==> config.mk <==
export PLATFORM = sky130hd
export DESIGN_NAME = midi_channel_message_parser_core
export DESIGN_NICKNAME = d
export VERILOG_FILES = /design/src/rtl/midi_cmp_pkg.sv /design/src/rtl/midi_channel_message_parser_core.sv
export SDC_FILE = /design/constraint.sdc
export NUM_CORES = 1
export LEC_CHECK = 0
export ABC_AREA = 1
export BUFFER_PORTS_ARGS = -buffer_cell sky130_fd_sc_hd__buf_2
export CORE_UTILIZATION = 40
export DETAILED_ROUTE_END_ITERATION = 10
export PLACE_DENSITY = 0.65
export SLEW_MARGIN = 20
export SYNTH_ARGS = -nofsm -noshare
export SYNTH_HDL_FRONTEND = slang
export SYNTH_SLANG_ARGS = --single-unit
==> constraint.sdc <==
create_clock -name aclk -period 2.47 [get_ports aclk]
set_clock_uncertainty 0.05 [all_clocks]
set_input_delay 0.247 -clock aclk [delete_from_list [all_inputs] [get_ports aclk]]
set_output_delay 0.247 -clock aclk [all_outputs]
set_load 0.01 [all_outputs]
==> src/rtl/midi_cmp_pkg.sv <==
// ----------------------------------------------------------------------------
// midi_cmp_pkg
// Shared types and codes for the MIDI channel message parser.
// ----------------------------------------------------------------------------
package midi_cmp_pkg;

    // widths of the item fields
    localparam int ByteW    = 8;
    localparam int KindW    = 2;
    localparam int ChannelW = 4;
    localparam int DataW    = 7;
    localparam int BendW    = 14;

    // status groups (high nibble of a status byte)
    localparam logic [3:0] GRP_NOTE_OFF = 4'h8;
    localparam logic [3:0] GRP_NOTE_ON  = 4'h9;
    localparam logic [3:0] GRP_PROGRAM  = 4'hC;
    localparam logic [3:0] GRP_BEND     = 4'hE;

    // event kinds on the result side
    localparam logic [KindW-1:0] KIND_NOTE_OFF = 2'd0;
    localparam logic [KindW-1:0] KIND_NOTE_ON  = 2'd1;
    localparam logic [KindW-1:0] KIND_PROGRAM  = 2'd2;
    localparam logic [KindW-1:0] KIND_BEND     = 2'd3;

    // one decoded event
    typedef struct packed {
        logic [BendW-1:0]    bend_value;
        logic [DataW-1:0]    velocity;
        logic [DataW-1:0]    key_or_program;
        logic [ChannelW-1:0] channel;
        logic [KindW-1:0]    event_kind;
    } midi_event_t;

endpackage

==> src/rtl/midi_channel_message_parser_core.sv <==
// ----------------------------------------------------------------------------
// midi_channel_message_parser_core
// Decodes a raw MIDI byte stream into note, program and pitch bend events.
// ----------------------------------------------------------------------------
// Usage: feed one MIDI byte per item on the s_ channel; each completed note
// off, note on, program change or pitch bend message yields one event item on
// the m_ channel. A status byte starts a new message and drops any unfinished
// one; data bytes without a supported status are discarded, and running
// status is not supported. A note on with velocity zero comes out as a note
// off. The block takes one byte per cycle: a byte passes an input register
// and then a result register, so an event is held in the result register once
// the byte that completes it has left the input register. A byte only waits
// when the result register still holds an event the sink has not taken.
module midi_channel_message_parser_core
    import midi_cmp_pkg::*;
(
    input  logic        aclk,
    input  logic        aresetn,
    // input channel
    input  logic        s_tvalid,
    output logic        s_tready,
    input  logic [7:0]  s_tdata,   // [7:0] midi_byte
    // result channel
    output logic        m_tvalid,
    input  logic        m_tready,
    output logic [31:0] m_tdata,   // [3:0] channel, [10:4] key_or_program,
                                   // [17:11] velocity, [31:18] bend_value
    output logic [1:0]  m_tuser    // [1:0] event_kind
);

    // input register
    logic             in_valid_reg;
    logic [ByteW-1:0] in_byte_reg;

    // message state
    logic [ByteW-1:0] held_status_reg, held_status_next;
    logic             data_seen_reg, data_seen_next;
    logic [DataW-1:0] first_data_reg, first_data_next;

    // result register
    logic        out_valid_reg;
    midi_event_t out_event_reg;
    midi_event_t event_next;

    logic       advance;
    logic       emit;
    logic [3:0] group;
    logic       two_byte;
    logic [DataW-1:0] d1;
    logic [DataW-1:0] d2;

    // the held byte moves on when the result slot is free or being drained
    assign advance  = in_valid_reg && (!out_valid_reg || m_tready);
    assign s_tready = !in_valid_reg || advance;

    // input register
    always_ff @(posedge aclk) begin
        if (!aresetn) begin
            in_valid_reg <= 1'b0;
        end else if (s_tready) begin
            in_valid_reg <= s_tvalid;
        end
        if (s_tvalid && s_tready) begin
            in_byte_reg <= s_tdata;
        end
    end

    // decode the held byte against the current message state
    always_comb begin
        group    = held_status_reg[7:4];
        two_byte = (group == GRP_NOTE_OFF) || (group == GRP_NOTE_ON) ||
                   (group == GRP_BEND);
        d1       = two_byte ? first_data_reg : in_byte_reg[DataW-1:0];
        d2       = two_byte ? in_byte_reg[DataW-1:0] : '0;

        held_status_next = held_status_reg;
        data_seen_next   = data_seen_reg;
        first_data_next  = first_data_reg;
        emit             = 1'b0;

        event_next                = '0;
        event_next.channel        = held_status_reg[3:0];
        event_next.key_or_program = d1;

        if (in_byte_reg[7]) begin
            // status byte: start a new message
            held_status_next = in_byte_reg;
            data_seen_next   = 1'b0;
            first_data_next  = '0;
        end else if (two_byte && !data_seen_reg) begin
            // first of two data bytes
            first_data_next = in_byte_reg[DataW-1:0];
            data_seen_next  = 1'b1;
        end else if (two_byte || group == GRP_PROGRAM) begin
            // message complete
            emit             = 1'b1;
            held_status_next = '0;
            data_seen_next   = 1'b0;
            first_data_next  = '0;
        end

        // event fields by group
        case (group)
            GRP_NOTE_OFF: begin
                event_next.event_kind = KIND_NOTE_OFF;
            end
            GRP_NOTE_ON: begin
                if (d2 == '0) begin
                    event_next.event_kind = KIND_NOTE_OFF;
                end else begin
                    event_next.event_kind = KIND_NOTE_ON;
                    event_next.velocity   = d2;
                end
            end
            GRP_PROGRAM: begin
                event_next.event_kind = KIND_PROGRAM;
            end
            default: begin
                event_next.event_kind     = KIND_BEND;
                event_next.key_or_program = '0;
                event_next.bend_value     = {d2, d1};
            end
        endcase
    end

    // message state registers
    always_ff @(posedge aclk) begin
        if (!aresetn) begin
            held_status_reg <= '0;
            data_seen_reg   <= 1'b0;
            first_data_reg  <= '0;
        end else if (advance) begin
            held_status_reg <= held_status_next;
            data_seen_reg   <= data_seen_next;
            first_data_reg  <= first_data_next;
        end
    end

    // result register
    always_ff @(posedge aclk) begin
        if (!aresetn) begin
            out_valid_reg <= 1'b0;
        end else if (advance && emit) begin
            out_valid_reg <= 1'b1;
        end else if (m_tready) begin
            out_valid_reg <= 1'b0;
        end
        if (advance && emit) begin
            out_event_reg <= event_next;
        end
    end

    assign m_tvalid = out_valid_reg;
    assign m_tuser  = out_event_reg.event_kind;
    assign m_tdata  = {out_event_reg.bend_value, out_event_reg.velocity,
                       out_event_reg.key_or_program, out_event_reg.channel};

    // first data byte is only held for a two-byte message
    a_seen_two_byte: assert property (@(posedge aclk) disable iff (!aresetn)
        data_seen_reg |-> (held_status_reg[7:4] == GRP_NOTE_OFF ||
                           held_status_reg[7:4] == GRP_NOTE_ON ||
                           held_status_reg[7:4] == GRP_BEND))
        else $error("data byte held without a two-byte status");

    // a completed message clears the held status
    a_clear_after_emit: assert property (@(posedge aclk) disable iff (!aresetn)
        (advance && emit) |=> (held_status_reg == '0 && !data_seen_reg))
        else $error("status still held after an event");

    // a note on event never carries zero velocity
    a_note_on_vel: assert property (@(posedge aclk) disable iff (!aresetn)
        (m_tvalid && m_tuser == KIND_NOTE_ON) |-> (m_tdata[17:11] != '0))
        else $error("note on with zero velocity");

    // only pitch bend carries a bend value
    a_bend_only: assert property (@(posedge aclk) disable iff (!aresetn)
        (m_tvalid && m_tuser != KIND_BEND) |-> (m_tdata[31:18] == '0))
        else $error("bend value on a non-bend event");

    // an event is loaded only into a free or draining result slot
    a_no_overwrite: assert property (@(posedge aclk) disable iff (!aresetn)
        (advance && emit) |-> (!out_valid_reg || m_tready))
        else $error("result register overwritten");

endmodule

## After elaboration in Yosys (flattened, before gate mapping)

Index checks and enable logic that the tools add are counted.
Widths: inputs -> output; s select.

| cells by class | value |
|---|---|
| equal/unequal tests | 5 |
| muxes and demuxes | 18 |
| bitwise logic cells | 1 |
| reduce and logical (&&, ||, !) cells | 20 |

Operators by type and width:

| cell | count |
|---|---|
| $mux 7 | 5 |
| $mux 8 | 3 |
| $eq 4x4->1 const B | 4 |
| $mux 1 | 9 |
| $logic_not 7->1 | 1 |
| $pmux 2 s3 | 1 |
| $logic_or 1x1->1 | 5 |
| $logic_and 1x1->1 | 4 |
| $reduce_bool 2->1 | 2 |
| $logic_not 1->1 | 3 |
| $reduce_and 3->1 | 1 |
| $reduce_bool 3->1 | 1 |
| $reduce_or 3->1 | 1 |
| $ne 2x2->1 const B | 1 |
| $reduce_and 2->1 | 1 |
| $reduce_or 2->1 | 1 |
| $not 1->1 | 1 |

| word-level totals | value |
|---|---|
| flip-flop bits (word level) | 60 |
| bits of input ports | 12 |
| output and inout port bits | 36 |

## Longest topological paths before layout

Gate-level depths: netlist of run 1.

| depth | value |
|---|---|
| depth after elaboration | 9 |
| depth in mapped cells | 9 |
| gate-level depth less buffers | 9 |

## Least setup slack after synthesis of run 1

No wires, ideal clock.

| timing path | value |
|---|---|
| path kind | register to register |
| start | register out_valid_reg (netlist: m_tvalid) |
| end | register out_event_reg (netlist bit m_tdata[0]), enable pin |
| setup time | 0.389 ns |
| arrival time | 1.644 ns |
| data required time | 2.031 ns |
| path slack | 0.388 ns |
| stages on the path, launching flop included | 5 |
| buffers on the path | 1 |
| cell sequence | dfxtp_1 > a21boi_4 > buf_4 > nand3_1 > inv_1 |

| between the ends | value |
|---|---|
| longest elaborated chain between the ends | 4 |

RTL lines:

| item | RTL line | RTL |
|---|---|---|
| start: declaration | midi_channel_message_parser_core.sv:41 | `logic out_valid_reg;` |
| start signal: assignment | midi_channel_message_parser_core.sv:142 | `out_valid_reg <= 1'b0;` |
| start signal: assignment | midi_channel_message_parser_core.sv:144 | `out_valid_reg <= 1'b1;` |
| start signal: assignment | midi_channel_message_parser_core.sv:146 | `out_valid_reg <= 1'b0;` |
| $logic_not 1->1 | midi_channel_message_parser_core.sv:53 | `assign advance = in_valid_reg && (!out_valid_reg \|\| m_tready);` |
| $logic_or 1x1->1 | midi_channel_message_parser_core.sv:53 |  |
| $logic_and 1x1->1 | midi_channel_message_parser_core.sv:53 |  |
| $logic_and 1x1->1 | midi_channel_message_parser_core.sv:148 | `if (advance && emit) begin` |
| end signal: assignment | midi_channel_message_parser_core.sv:149 | `out_event_reg <= event_next;` |
| end: declaration | midi_channel_message_parser_core.sv:42 | `midi_event_t out_event_reg;` |

Every way passes these cells.
A chain may end at the register's enable or synchronous reset.

## Final worst setup path of run 1

| timing path | value |
|---|---|
| start | register held_status_reg[7] |
| end | register out_event_reg (netlist bit m_tdata[2]), enable pin |

| between the ends | value |
|---|---|
| longest elaborated chain between the ends | 8 |
| elaborated cells between the ends (all ways) | 12 |
| classes of those cells | 4 x eq/ne; 3 x mux; 5 x reduce/logical |

RTL lines:

| item | RTL line | RTL |
|---|---|---|
| start: declaration | midi_channel_message_parser_core.sv:36 | `logic [ByteW-1:0] held_status_reg, held_status_next;` |
| start signal: assignment | midi_channel_message_parser_core.sv:133 | `held_status_reg <= held_status_next;` |
| $eq 4x4->1 | midi_channel_message_parser_core.sv:71 | `two_byte = (group == GRP_NOTE_OFF) \|\| (group == GRP_NOTE_ON) \|\|` |
| $logic_or 1x1->1 (2 in a row) | midi_channel_message_parser_core.sv:71 |  |
| $logic_or 1x1->1 | midi_channel_message_parser_core.sv:94 | `end else if (two_byte \|\| group == GRP_PROGRAM) begin` |
| $mux 1 | midi_channel_message_parser_core.sv:94 |  |
| $mux 1 * | midi_channel_message_parser_core.sv:90 | `end else if (two_byte && !data_seen_reg) begin` |
| $mux 1 * | midi_channel_message_parser_core.sv:85 | `if (in_byte_reg[7]) begin` |
| $logic_and 1x1->1 * | midi_channel_message_parser_core.sv:148 |  |

Every way passes the cells marked *; elsewhere a longest branch is shown, timed or not.

==> results of run 1 <==
## where the power goes
| group | switching [mW] | internal, mW | leakage (nW) |
|---|---|---|---|
| Combinational | 0.0805 | 0.0417 | 0.551 |
| Sequential | 0.0242 | 1.10 | 0.576 |
| Clock | 0.353 | 0.561 | 0.110 |
| Total | 0.458 | 1.70 | 1.24 |
## cell type report
class | count | share of cell area, %
clock buffer | 10 | 4.43
clock inverter | 6 | 2.78
inverter | 16 | 2.17
multi-input combinational | 125 | 22.5
sequential | 60 | 56.3
tap | 72 | 3.13
timing repair buffer | 49 | 8.68
## how the worst max path moves through the flow
| stage | to | cells after the start | slack (ps) | from |
|---|---|---|---|---|
| CTS | m_tdata[10] | 9 | 580 | held_status_reg[7] |
| floorplan | m_tdata[0] | 4 | 390 | m_tvalid |
| global placement | m_tdata[24] | 9 | 670 | held_status_reg[7] |
| detailed placement | m_tdata[14] | 9 | 590 | held_status_reg[7] |
| global route | m_tdata[24] | 9 | 390 | held_status_reg[7] |
| finish | m_tdata[2] | 9 | 600 | held_status_reg[7] |
## through the flow
step	hold WS, ps	cell area, µm²
after floorplan	296	2380
after global placement	367	2670
after detailed placement	375	2670
after CTS	29.1	2880
after global routing	30.7	2880
final	47.5	2880
## routing by layer
layer / routed length (µm) / vias to the layer above / share of wire, % / global-route usage [%]
li1: - / 833 / - / -
met1: 1870 / 722 / 45 / 19.0
met2: 2030 / 53 / 49 / 24.2
met3: 217 / 8 / 5.2 / 3.10
met4: 72 / 0 / 1.7 / 9.82
met5: 0 / - / 0 / 0
## placed cells by master (no fill, tap or decap), types with 2 or more instances in the layout
master	n
nand2_2	2
edfxtp_1	42
buf_4	2
nor2_1	28
dfxtp_1	18
a21oi_1	11
nand2_4	2
o21ai_2	6
nand4_1	14
buf_2	47
bufinv_16	2
clkinv_2	4
inv_2	2
or2_2	3
inv_1	12
o21ai_0	3
clkbuf_8	9
nor3_1	5
nand2_1	33
nand3_1	12
## kinds of logic (layout without fill, tap and decap cells)
group	Yosys count	in the layout	share of synthesized area, %
AOI/OAI and AO/OA	22	22	6.25
buffers and inverters	23	81	4.67
DFF	60	60	68.1
and+or+nand+nor	103	103	21.0
## critical path, cell delays in order (launching register included)
cell and delay (ps):
dfxtp_1 390, nand2_1 70, inv_1 90, nand2_1 90, nand2_4 170, nand2_1 70
nand2_1 60, nand3_1 80, inv_1 60, buf_4 360
==> impl_metrics.ini, run 1 <==
[clock_network]
cts_made_buffers = 9
post_cts_buffers = 0
hold_buffers = 0
cts.sinks = 60
htree_levels = 3
clkTransAtPathRegs_ps = 60
cts_tree = done
cts.root.buffer_cell = clkbuf_8
clock_path_buffers = 2
insertion_delay_ps = 320
cts_resized = 0

[min_path]
worstHoldEndpoint = in_byte_reg[1]
min_path_type = input port to flip-flop
hold_path_depth = 1
hold_start = s_tdata[1]

[place]
pre_cts_ws_ps = 594
gp_congestion = 0.870
hpwl_um = 2890
portBuffers = 47
placed_cells = 322

[logic_synthesis]
synth-seq-cells = 60
synthFlopType = edfxtp_1
syn_nets = 220
syn_inst = 208
synth_edf_count = 42
syn_avg_cell_area_um2 = 11.5
ys_seq_area_share_pct = 68.1
synthTopCellsByCount = edfxtp_1 (42), nand2_1 (33), nor2_1 (28)
yosysWarnings = 0
synthTopCellsByArea = edfxtp_1 (53%), dfxtp_1 (15%), nand2_1 (5.2%), nor2_1 (4.4%), nand4_1 (3.7%)
synth_cell_type_count = 27
yosysMostFrequentCell = edfxtp_1
synth_top_cell_by_area = edfxtp_1
async_reset_ff_share_pct = 0
syn_area_um2 = 2380
synth_top_area_share_pct = 52.9

[sta]
tightest_slew_ps = 463
max_freq_mhz = 535
hold_violations = 0
finalCriticalPeriod_ps = 1870
setup_viol = 0
slew_viol_final = 0
postLayoutSetupSlackWorst_ps = 602
period_share_pct = 75.6
slew_headroom_pct = 69.0
rsz0062_at_grt = no
finalSetupTns_ps = 0

[setup_path]
arrival_ps = 1790
end_kind = flip-flop
rrSetupSlack_ps = 600
worstReg2RegStart = held_status_reg[7]
required_ps = 2400
crit_fanout = 34
setup.worst_path.start_class = flip-flop
reg2reg_depth = 9
worstSetupPathType = flip-flop to flip-flop
reg2reg_to = m_tdata[2]

[route]
postRouteAntennaNets = 0
totalWireLength_um = 4190
avgRoutedWirePerCell_um = 12.4
vias = 1616
drt_iter0_drc = 131
dr.pass1.iters = 4
routed_via_density = 4.78
drc_errors = 0

[power_and_ir_drop]
power_mw = 2.16
irDropWorstVdd_mv = 0.392
p_per_area_nw_per_um2 = 749
leakage_nw = 1.24

[grt]
overflow = 0
antenna_found_initial = 0
grt.total_usage_pct = 15.3
grt_first_pass_wirelength_um = 6960
grt_start_max_net_pins = 35
grt_pass1_vias = 1515

[cells_and_area]
drive_gt1_share_pct = 32.0
fillers = 523
final_util_pct = 51.4
instances_no_fill = 338
multi_input_area_um2 = 649
num_antenna_cells = 0
seq_area_um2 = 1620
largest_reg_flops = 32
nets = 273
syn2layout_area_growth_pct = 21.0

[floorplan]
die_w_um = 79.2
die_area_um2 = 6270
start_util_pct = 42.5
coreArea_um2 = 5610
num_rows = 27
die_y_um = 79.2
ios = 48

[run_status]
status = completed

[job]
cap_violations = 0
(Power assumes the default switching activity.)
==> run 2: changes to the inputs <==
clock period = 1.89 ns   (was 2.47 ns; I/O delays follow)
==> run 2 against run 1 <==
Hold slack gained 48 ps. Count of clock-buffer cells in the layout increased by 4. Clock power rose by 25%. Cell area rose by 3.5%. Setup slack worse by 370 ps. Sequential power grew 31%. Critical path depth is the same. Critical endpoint is now m_tdata[0]. Largest power group unchanged.
==> impl_metrics.ini, run 2 (synthesis gave the netlist of run 1 again) <==
[run_status]
status = completed

[route]
vias = 1662
routed_via_density = 4.78
postRouteAntennaNets = 0
totalWireLength_um = 4400
avgRoutedWirePerCell_um = 12.6
drt_iter0_drc = 98
drc_errors = 0
dr.pass1.iters = 4

[cells_and_area]
final_common_cell = buf_2
final_util_pct = 53.2
nets = 283
largest_reg_flops = 32
num_antenna_cells = 0
syn2layout_area_growth_pct = 25.2
final_cell_mix = buf_2 (47), edfxtp_1 (42), nand2_1 (33)
drive_gt1_share_pct = 30.8

[place]
portBuffers = 47
hpwl_um = 2920
gp_congestion = 0.899
pre_cts_ws_ps = 255

[clock_network]
clock_path_buffers = 2
cts_resized = 0
cts_tree = done
cts.root.buffer_cell = clkbuf_8
post_cts_buffers = 0
hold_buffers = 8
cts.sinks = 60
htree_levels = 3
cts_made_buffers = 9
clkTransAtPathRegs_ps = 60
insertion_delay_ps = 330

[sta]
setup_viol = 0
max_freq_mhz = 605
rsz0062_at_grt = no
period_share_pct = 87.5
finalCriticalPeriod_ps = 1650
slew_headroom_pct = 76.7
postLayoutSetupSlackWorst_ps = 236
hold_violations = 0
slew_viol_final = 0
finalSetupTns_ps = 0
tightest_slew_ps = 350

[power_and_ir_drop]
p_int_mw = 2.18
irDropWorstVdd_mv = 0.488
power_mw = 2.78
seqPwrFrac_pct = 52.7
p_per_area_nw_per_um2 = 934
clockPowerShare_pct = 40.9
leakage_nw = 1.26
switching_share_pct = 21.6
power.switching_mw = 0.602
combPwrFrac_pct = 6.4

[setup_path]
end_kind = flip-flop
crit_fanout = 34
arrival_ps = 1630
setup.worst_path.start_class = flip-flop
required_ps = 1870
worstSetupPathType = flip-flop to flip-flop

[grt]
grt_first_pass_wirelength_um = 7150
grt.total_usage_pct = 15.8
grt_start_max_net_pins = 35
grt_pass1_vias = 1511
antenna_found_initial = 0
overflow = 0

[floorplan]
die_area_um2 = 6270
coreArea_um2 = 5610
ios = 48
start_util_pct = 42.5
die_y_um = 79.2
die_w_um = 79.2
num_rows = 27

[min_path]
min_path_type = input port to flip-flop

[job]
cap_violations = 0
## run 2: changes by cell type in the layout (fill, tap and decap cells not counted), sizes merged
| cell | delta |
|---|---|
| buf | +2 |
| clkinvlp | +1 |
| clkbuf | +4 |
| clkinv | -3 |
| inv | -1 |
| dlygate4sd3 | +8 |
| bufinv | -1 |
## run 2: path summary, 6_finish.rpt
path | from | to | slack (ps) | cells after the start
worst min-delay path | s_tvalid | in_valid_reg | 100 | 3
worst max register to register | held_status_reg[7] | m_tdata[0] | 240 | 9
worst max-delay path | held_status_reg[7] | m_tdata[0] | 240 | 9
worst min register to register | held_status_reg[1] | m_tdata[1] | 380 | 0
## run 2: per-stage QoR
stage / std cells / instance area [µm²] / hold WS (ps)
after global routing: 348 / 2980 / 131
after detailed placement: 324 / 2710 / 317
after global placement: 324 / 2710 / 316
after floorplan: 208 / 2390 / 238
final: 348 / 2980 / 95.6
after CTS: 348 / 2980 / 78.6
## run 2: final cells by class
cell class                 count  area, µm²
clock buffer                  14        163
clock inverter                 2       33.8
fill                         515       2630
inverter                      16       66.3
multi-input combinational    125        649
sequential                    60       1620
tap                           72       90.1
timing repair buffer          59        358
## run 2: power groups by stage
stage	Combinational, mW	Sequential [mW]	Clock (mW)
CTS	0.179	1.47	1.17
global placement	0.165	1.49	0
floorplan	0.135	1.48	0
finish	0.178	1.47	1.14
global route	0.202	1.47	1.23
detailed placement	0.167	1.49	0
## run 2: layer usage
metal	global-route usage, %	part of all wire, %
met5	0	0
met2	24.8	49
met3	3.22	3.9
met1	19.1	45
met4	11.5	1.8
## run 2: critical path, stage by stage, from the launching register on
cell and delay (ps):
dfxtp_1 390, nand2_1 70, inv_1 80, nand2_1 90
nand2_4 100, nand2_1 60, nand2_1 60, nand3_1 120
clkinvlp_4 110, buf_12 190
==> run 3: changes to the inputs <==
CTS_BUF_LIST = sky130_fd_sc_hd__clkbuf_4   (was default)
CTS_CLUSTER_SIZE = 12   (was default)
SKIP_LAST_GASP = 1   (was default)
==> run 3 against run 2 <==
Wire length increased by 2.1%. Total power decreased by 9.7%. Count of clock-buffer cells in the layout decreased by 2. Non-clock buffer count unchanged. Sequential share of layout area increased by 1.2 points. Fmax decreased by 0.44%. Via count decreased by 0.72%. Setup slack got worse by 7.3 ps. Critical path depth unchanged. Critical endpoint is now m_tdata[9]. Largest cell class unchanged. Largest power group unchanged.
==> impl_metrics.ini, run 3 (synthesis gave the netlist of run 1 again) <==
[sta]
tightest_slew_ps = 347
setup_viol = 0
slew_viol_final = 0
period_share_pct = 87.9
rsz0062_at_grt = no
finalSetupTns_ps = 0
slew_headroom_pct = 76.8
finalCriticalPeriod_ps = 1660
hold_violations = 0
max_freq_mhz = 602

[grt]
grt.total_usage_pct = 16.1
grt_first_pass_wirelength_um = 7270
grt_pass1_vias = 1536
overflow = 0
grt_start_max_net_pins = 35
antenna_found_initial = 0

[floorplan]
coreArea_um2 = 5610
start_util_pct = 42.5
die_y_um = 79.2
ios = 48
die_w_um = 79.2
die_area_um2 = 6270
num_rows = 27

[setup_path]
worstSetupPathType = flip-flop to flip-flop
crit_fanout = 34
arrival_ps = 1710
end_kind = flip-flop
setup.worst_path.start_class = flip-flop
required_ps = 1940

[place]
placedInstanceArea_um2 = 2710
gp_congestion = 0.899
placed_cells = 324
portBuffers = 47
hpwl_um = 2920

[power_and_ir_drop]
combPwrFrac_pct = 7.1
switching_share_pct = 23.0
leakage_nw = 1.24
p_int_mw = 1.94
p_per_area_nw_per_um2 = 862
seqPwrFrac_pct = 58.2
power.switching_mw = 0.577
irDropWorstVdd_mv = 0.482
clockPowerShare_pct = 34.7
power_mw = 2.51

[cells_and_area]
nets = 283
final_cell_mix = buf_2 (47), edfxtp_1 (42), nand2_1 (33)
syn2layout_area_growth_pct = 22.4
final_common_cell = buf_2
drive_gt1_share_pct = 31.2
final_area_um2 = 2920
fillers = 530
largest_reg_flops = 32
num_antenna_cells = 0
instances_no_fill = 348

[route]
avgRoutedWirePerCell_um = 12.9
totalWireLength_um = 4490
routed_via_density = 4.74
vias = 1650
drc_errors = 0
postRouteAntennaNets = 0
dr.pass1.iters = 4
drt_iter0_drc = 101

[min_path]
min_path_type = input port to flip-flop

[clock_network]
cts_made_buffers = 9
cts.sinks = 60
htree_levels = 3
insertion_delay_ps = 400
cts.root.buffer_cell = clkbuf_4
clock_path_buffers = 2
clkTransAtPathRegs_ps = 100
post_cts_buffers = 0
cts_tree = done

[run_status]
status = completed

[job]
cap_violations = 0
-- run 3: cell types whose count changed in the layout (fill, tap and decap cells not counted), sizes merged --
cell	change
clkinv	+2
clkbuf	-2
-- run 3: final cells by class --
type | instances | area (µm²) | share of cell area [%]
multi-input cells | 125 | 649 | 22.3
repair buffers | 59 | 358 | 12.3
clock inverters | 4 | 41.3 | 1.42
flip-flops and latches | 60 | 1620 | 55.6
clock buffers | 12 | 90.1 | 3.09
well taps | 72 | 90.1 | 3.09
inverters | 16 | 66.3 | 2.27
-- run 3: critical path, stage by stage, from the launching register on --
cell and delay (ps):
dfxtp_1 410, inv_2 70, nor2_2 70, nand2_1 80, nand2_4 100, nand2_1 60
nand2_1 60, nand3_1 120, clkinvlp_4 110, buf_12 200
-- run 3: worst paths after layout --
path	start	to	slack [ps]	cells after the start
worst max-delay path	held_status_reg[5]	m_tdata[9]	230	9
worst min register to register	held_status_reg[1]	m_tdata[1]	390	0
worst max register to register	held_status_reg[5]	m_tdata[9]	230	9
worst min-delay path	s_tvalid	in_valid_reg	40	3
-- run 3: stage by stage --
step	util (%)	hold WS [ps]	setup slack, ps
2_1_floorplan	-	238	75.7
3_3_place_gp	48.2	316	297
3_5_place_dp	48.2	317	255
4_1_cts	52.0	3.49	232
5_1_grt	52.0	41.3	114
6_report	52.0	40.0	229
-- run 3: power by group through the flow --
stage | Combinational (mW) | Sequential [mW] | Clock, mW
global route | 0.202 | 1.47 | 0.965
CTS | 0.180 | 1.46 | 0.898
global placement | 0.165 | 1.49 | 0
floorplan | 0.135 | 1.48 | 0
finish | 0.178 | 1.46 | 0.872
detailed placement | 0.167 | 1.49 | 0
-- run 3: per-layer routing --
metal,track usage (%),wire [µm],vias up
met5,0,0,-
met4,12.5,145,0
met3,3.56,183,11
met2,25.3,2150,44
met1,19.2,2010,741
li1,-,-,854
-- run 3: what timing repair did --
item	4_1_cts	5_1_grt
gates resized for setup	0	0
endpoints found under the hold margin	8	0
hold buffers	8	0
